`config.mk`:
```
export PLATFORM = sky130hd
export DESIGN_NAME = ckt_ctrl
export DESIGN_NICKNAME = d
export VERILOG_FILES = /design/src/rtl/ckt_pkg.sv /design/src/rtl/ckt_ctrl.sv
export SDC_FILE = /design/constraint.sdc
export NUM_CORES = 1
export LEC_CHECK = 0
export CAP_MARGIN = 40
export CORE_AREA = 8 8 45 47
export CTS_BUF_LIST = sky130_fd_sc_hd__clkbuf_4 sky130_fd_sc_hd__clkbuf_8
export DETAILED_ROUTE_END_ITERATION = 10
export DIE_AREA = 0 0 53 55
export DONT_BUFFER_PORTS = 1
export SYNTH_ARGS = -nofsm -noshare
export SYNTH_HDL_FRONTEND = slang
export SYNTH_SLANG_ARGS = --single-unit
```
`constraint.sdc`:
```
create_clock -name clk -period 1.7 [get_ports clk]
set_input_delay 0.17 -clock clk [delete_from_list [all_inputs] [get_ports clk]]
set_output_delay 0.17 -clock clk [all_outputs]
set_load 0.01 [all_outputs]
```
`src/rtl/ckt_pkg.sv`:
```
`timescale 1ns / 1ps
package ckt_pkg;
  localparam int MAX_ENTRIES = 256;
  localparam int ADDR_W = $clog2(MAX_ENTRIES);
  localparam int CNT_W = $clog2(MAX_ENTRIES + 1);
  localparam int LIM_W = CNT_W + 1;
  localparam int KEY_W = 17;
  localparam logic signed [KEY_W-1:0] KEY_REJECT = 17'sh100;

  // read address select codes
  localparam logic [2:0] RD_NONE = 3'd0;
  localparam logic [2:0] RD_JM1  = 3'd1;
  localparam logic [2:0] RD_J    = 3'd2;
  localparam logic [2:0] RD_MID  = 3'd3;
  localparam logic [2:0] RD_KEY  = 3'd4;

  typedef struct packed {
    logic       cap;
    logic [2:0] rd_sel;
    logic       wr_shift;
    logic       wr_new;
    logic       j_dec;
    logic       j_clr;
    logic       j_inc;
    logic       cnt_inc;
    logic       fin_scan;
    logic       bot_up;
    logic       top_dn;
    logic       res_nf;
    logic       res_hit;
    logic       out_load;
  } ckt_cmd_t;

  typedef struct packed {
    logic lookup;
    logic last;
    logic full;
    logic rej;
    logic direct;
    logic j_zero;
    logic ins_gt;
    logic scan_end;
    logic scan_match;
    logic srch_empty;
    logic srch_eq;
    logic srch_gt;
    logic out_free;
  } ckt_sts_t;

  function automatic logic [KEY_W-1:0] abs_key(input logic signed [KEY_W-1:0] k);
    abs_key = k[KEY_W-1] ? KEY_W'(-k) : KEY_W'(k);
  endfunction
endpackage

```
`src/rtl/ckt_ctrl.sv`:
```
`timescale 1ns / 1ps
module ckt_ctrl (
  input  logic              clk,
  input  logic              rst_n,
  input  logic              in_valid,
  output logic              in_ready,
  input  ckt_pkg::ckt_sts_t sts,
  output ckt_pkg::ckt_cmd_t cmd
);
  import ckt_pkg::*;

  localparam logic [3:0] S_IDLE     = 4'd0;
  localparam logic [3:0] S_DEC      = 4'd1;
  localparam logic [3:0] S_INS_RD   = 4'd2;
  localparam logic [3:0] S_INS_CMP  = 4'd3;
  localparam logic [3:0] S_INS_WR   = 4'd4;
  localparam logic [3:0] S_SCAN_RD  = 4'd5;
  localparam logic [3:0] S_SCAN_CMP = 4'd6;
  localparam logic [3:0] S_SRCH     = 4'd7;
  localparam logic [3:0] S_SCMP     = 4'd8;
  localparam logic [3:0] S_DIR      = 4'd9;
  localparam logic [3:0] S_FIN      = 4'd10;

  logic [3:0] state_r, state_nxt;

  assign in_ready = (state_r == S_IDLE);

  always_comb begin
    state_nxt = state_r;
    cmd = '0;
    cmd.rd_sel = RD_NONE;
    unique case (state_r)
      S_IDLE: begin
        if (in_valid) begin
          cmd.cap = 1'b1;
          state_nxt = S_DEC;
        end
      end
      S_DEC: begin
        if (sts.lookup) begin
          if (sts.rej) begin
            cmd.res_nf = 1'b1;
            state_nxt = S_FIN;
          end else if (sts.direct) begin
            cmd.rd_sel = RD_KEY;
            state_nxt = S_DIR;
          end else begin
            state_nxt = S_SRCH;
          end
        end else if (sts.full) begin
          // table full: key dropped, a last mark still builds the index
          if (sts.last) begin
            cmd.j_clr = 1'b1;
            state_nxt = S_SCAN_RD;
          end else begin
            state_nxt = S_IDLE;
          end
        end else begin
          state_nxt = S_INS_RD;
        end
      end
      S_INS_RD: begin
        if (sts.j_zero) begin
          state_nxt = S_INS_WR;
        end else begin
          cmd.rd_sel = RD_JM1;
          state_nxt = S_INS_CMP;
        end
      end
      S_INS_CMP: begin
        if (sts.ins_gt) begin
          cmd.wr_shift = 1'b1;
          cmd.j_dec = 1'b1;
          state_nxt = S_INS_RD;
        end else begin
          state_nxt = S_INS_WR;
        end
      end
      S_INS_WR: begin
        cmd.wr_new = 1'b1;
        cmd.cnt_inc = 1'b1;
        if (sts.last) begin
          cmd.j_clr = 1'b1;
          state_nxt = S_SCAN_RD;
        end else begin
          state_nxt = S_IDLE;
        end
      end
      S_SCAN_RD: begin
        if (sts.scan_end) begin
          cmd.fin_scan = 1'b1;
          state_nxt = S_IDLE;
        end else begin
          cmd.rd_sel = RD_J;
          state_nxt = S_SCAN_CMP;
        end
      end
      S_SCAN_CMP: begin
        if (sts.scan_match) begin
          cmd.j_inc = 1'b1;
          state_nxt = S_SCAN_RD;
        end else begin
          cmd.fin_scan = 1'b1;
          state_nxt = S_IDLE;
        end
      end
      S_SRCH: begin
        if (sts.srch_empty) begin
          cmd.res_nf = 1'b1;
          state_nxt = S_FIN;
        end else begin
          cmd.rd_sel = RD_MID;
          state_nxt = S_SCMP;
        end
      end
      S_SCMP: begin
        if (sts.srch_eq) begin
          cmd.res_hit = 1'b1;
          state_nxt = S_FIN;
        end else begin
          cmd.bot_up = sts.srch_gt;
          cmd.top_dn = !sts.srch_gt;
          state_nxt = S_SRCH;
        end
      end
      S_DIR: begin
        cmd.res_hit = 1'b1;
        state_nxt = S_FIN;
      end
      S_FIN: begin
        if (sts.out_free) begin
          cmd.out_load = 1'b1;
          state_nxt = S_IDLE;
        end
      end
      default: state_nxt = S_IDLE;
    endcase
  end

  always_ff @(posedge clk) begin
    if (!rst_n) state_r <= S_IDLE;
    else state_r <= state_nxt;
  end
endmodule

```
==> reports/qor.txt <==
Status: finished, final reports clean
RSZ-0062 raised after global routing: no
Detail Placement HPWL: 1.416 mm
Max FFs per register: 4
First-pass GRT wire length: 2.960 mm
Setup violators final: 0
Crit end category: output port
Netlist Area Pre-Place: 591.8 um2
CTS clk-pin slew, worst paths: 40 ps
Tot GR Track Use: 13.43%
Via density: 6.055
Cts hold-fix bufs: 0
Via Count: 660
Post-layout min period: 1630 ps
Root Driver: clkbuf_4
Total grt overflow: 0
WL per Instance: 16.54 um
WL final: 1.803 mm
Fin nets: 111
Setup Fix Bufs, Post-CTS: 0
Share of cells above drive strength 1: 21.51%
Sequential-to-total area share from yosys stat: 13.53%
Most common cell in the netlist: nor2_1
FFs w/ async S/R, synth: 0%
P per Cell Area: 1010 nW/um2
Max Clock Freq: 613.6 MHz
Vias in the first global route: 651
Area of the core: 1384 um2
Drt drc: 0
CP max FO: 15
Count of cell types in the netlist: 35
Mapped Nets: 108
Initial DRC Count: 12
Delay-heaviest family, CP: simple AND/OR/NAND/NOR gates
Critical path class: reg2out
Hold Crit Class: in2reg
Drt first pass iters: 4
Max Buffers Root-to-Sink: 2
Die ar.: 2915 um2
Worst path slowest cell: dfxtp_2
Filler instances: 152
Largest Register: state_r
Primary FF master, synth: dfxtp_1
Total CTS buffers: 3
Slowest stage delay, CP: 390 ps
H-Tree Depth: 1
Total power: 0.6446 mW
Largest regs: state_r x4
DIE WIDTH: 53 um
Setup TNS: 0 ps
TritonCTS Sinks: 4
CP Data Required Time: 1530 ps
Post-synth EDFFs: 0
CP arrival: 1460 ps
Leakage: 0.2331 nW
Rows: 14
Placer Congestion: 0.8380
Actual slew at the worst max-slew pin: 406.2 ps
Largest net degree at the start of global routing: 17
DRT antenna net count: 0
# IOs: 33
# diodes: 0
Skew-Pair Late Insertion Delay: 240 ps
Max VDD drop: 0.0005155 V
Period utilization: 95.87%
Initial antenna violation count: 0
CTS tree: yes
Final core utilization: 46.11%
Slew Viols, Final: 0
Final hold vios: 0
CP cell instances: or2_4 > o32a_1 > nor2b_2
Warnings from Yosys: 0
Max-cap violation count: 0
Cells after Synth: 92
Clock skew: 5.844 ps
Worst slew margin: 72.49%
Port Buffers: 0
Flops & latches, synth: 4
Area delta synth->final: 7.822%
Syn_area_per_cell: 6.433 um2
Critical path buffers and inverters: 0
Starting Density: 42.77%
Synth cell count leaders: 10 x nor2_1, 8 x nand2_1, 6 x inv_1, 6 x nand3_1
Die Y: 55 um
Worst setup SP type: register
Top cells by area, synth: dfxtp_1 14%, nor2_1 6.3%, a31oi_1 5.3%
Dominant cell type by area after synthesis: dfxtp_1
Yosys top cell area share: 13.53%
[worst paths after layout]
check	start	endpoint	slack (ps)	depth (start not counted)
worst max-delay path	state_r[1]$_SDFFE_PN0P_	cmd[8]	70	3
worst min-delay path	rst_n	state_r[3]$_SDFFE_PN0P_	50	2
worst max register to register	state_r[2]$_SDFFE_PN0P_	state_r[1]$_SDFFE_PN0P_	330	4
worst min register to register	state_r[1]$_SDFFE_PN0P_	state_r[3]$_SDFFE_PN0P_	600	2
[metal layers]
| layer | track usage, % | share of wire (%) |
|---|---|---|
| met5 | 0 | 0 |
| met4 | 8.621 | 0 |
| met3 | 5.882 | 12 |
| met2 | 21.09 | 46 |
| met1 | 14.55 | 42 |
[report_power, final]
group	internal, mW	switching (mW)	total [mW]
Sequential	0.119	0.0574	0.177
Combinational	0.148	0.201	0.349
Clock	0.0791	0.0400	0.119
[cell type report]
cell class	count	area [um2]	area share, %
clock buffers	3	22.52	3.529
flip-flops and latches	4	83.83	13.14
inverters	6	22.52	3.529
multi-input cells	73	436.7	68.43
repair buffers	7	52.55	8.235
well taps	16	20.02	3.137
[cell families (layout without fill, tap and decap cells)]
family	count (synthesis)	in the layout	synth area share [%]
AO/OA/AOI/OAI	22	22	24.53
buffers and inverters	15	16	14.16
flip-flops	4	4	13.53
multiplexers	2	2	3.594
AND/OR/NAND/NOR	49	49	44.19
[per-stage QoR]
step | setup WS, ps | std cells | hold slack, ps | instance area [um2]
2_1_floorplan | 232.2 | 92 | 279.3 | 591.8
3_3_place_gp | 206.6 | 106 | 282.4 | 603.1
3_5_place_dp | 176.3 | 106 | 285.7 | 603.1
5_1_grt | 1.088 | 109 | 43.22 | 638.1
4_1_cts | 8.140 | 109 | 41.04 | 629.4
6_report | 70.16 | 109 | 45.50 | 638.1
[placed cells by master, fill, tap and decap left out, types with 2 or more instances in the layout]
cell,count
o32a_1,2
nand3b_1,3
o21ai_0,4
nand3_1,6
buf_4,7
and3_1,2
a31oi_1,5
dfxtp_2,3
nor3_1,4
nor4_1,3
nor2_1,10
nand2_1,8
nand2b_1,5
inv_1,6
a21oi_1,4
clkbuf_4,3
[worst reg2reg max path, stage by stage (launching register included)]
cell	delay, ps
dfxtp_1	470
or3b_2	480
a21oi_1	170
a211oi_1	70
o21ai_1	120
[repair_timing]
item,CTS,global route
setup endpoints to repair,1,3
pin swaps,0,0
gates resized for setup,2,3
Power figures use the tool's default switching activity.
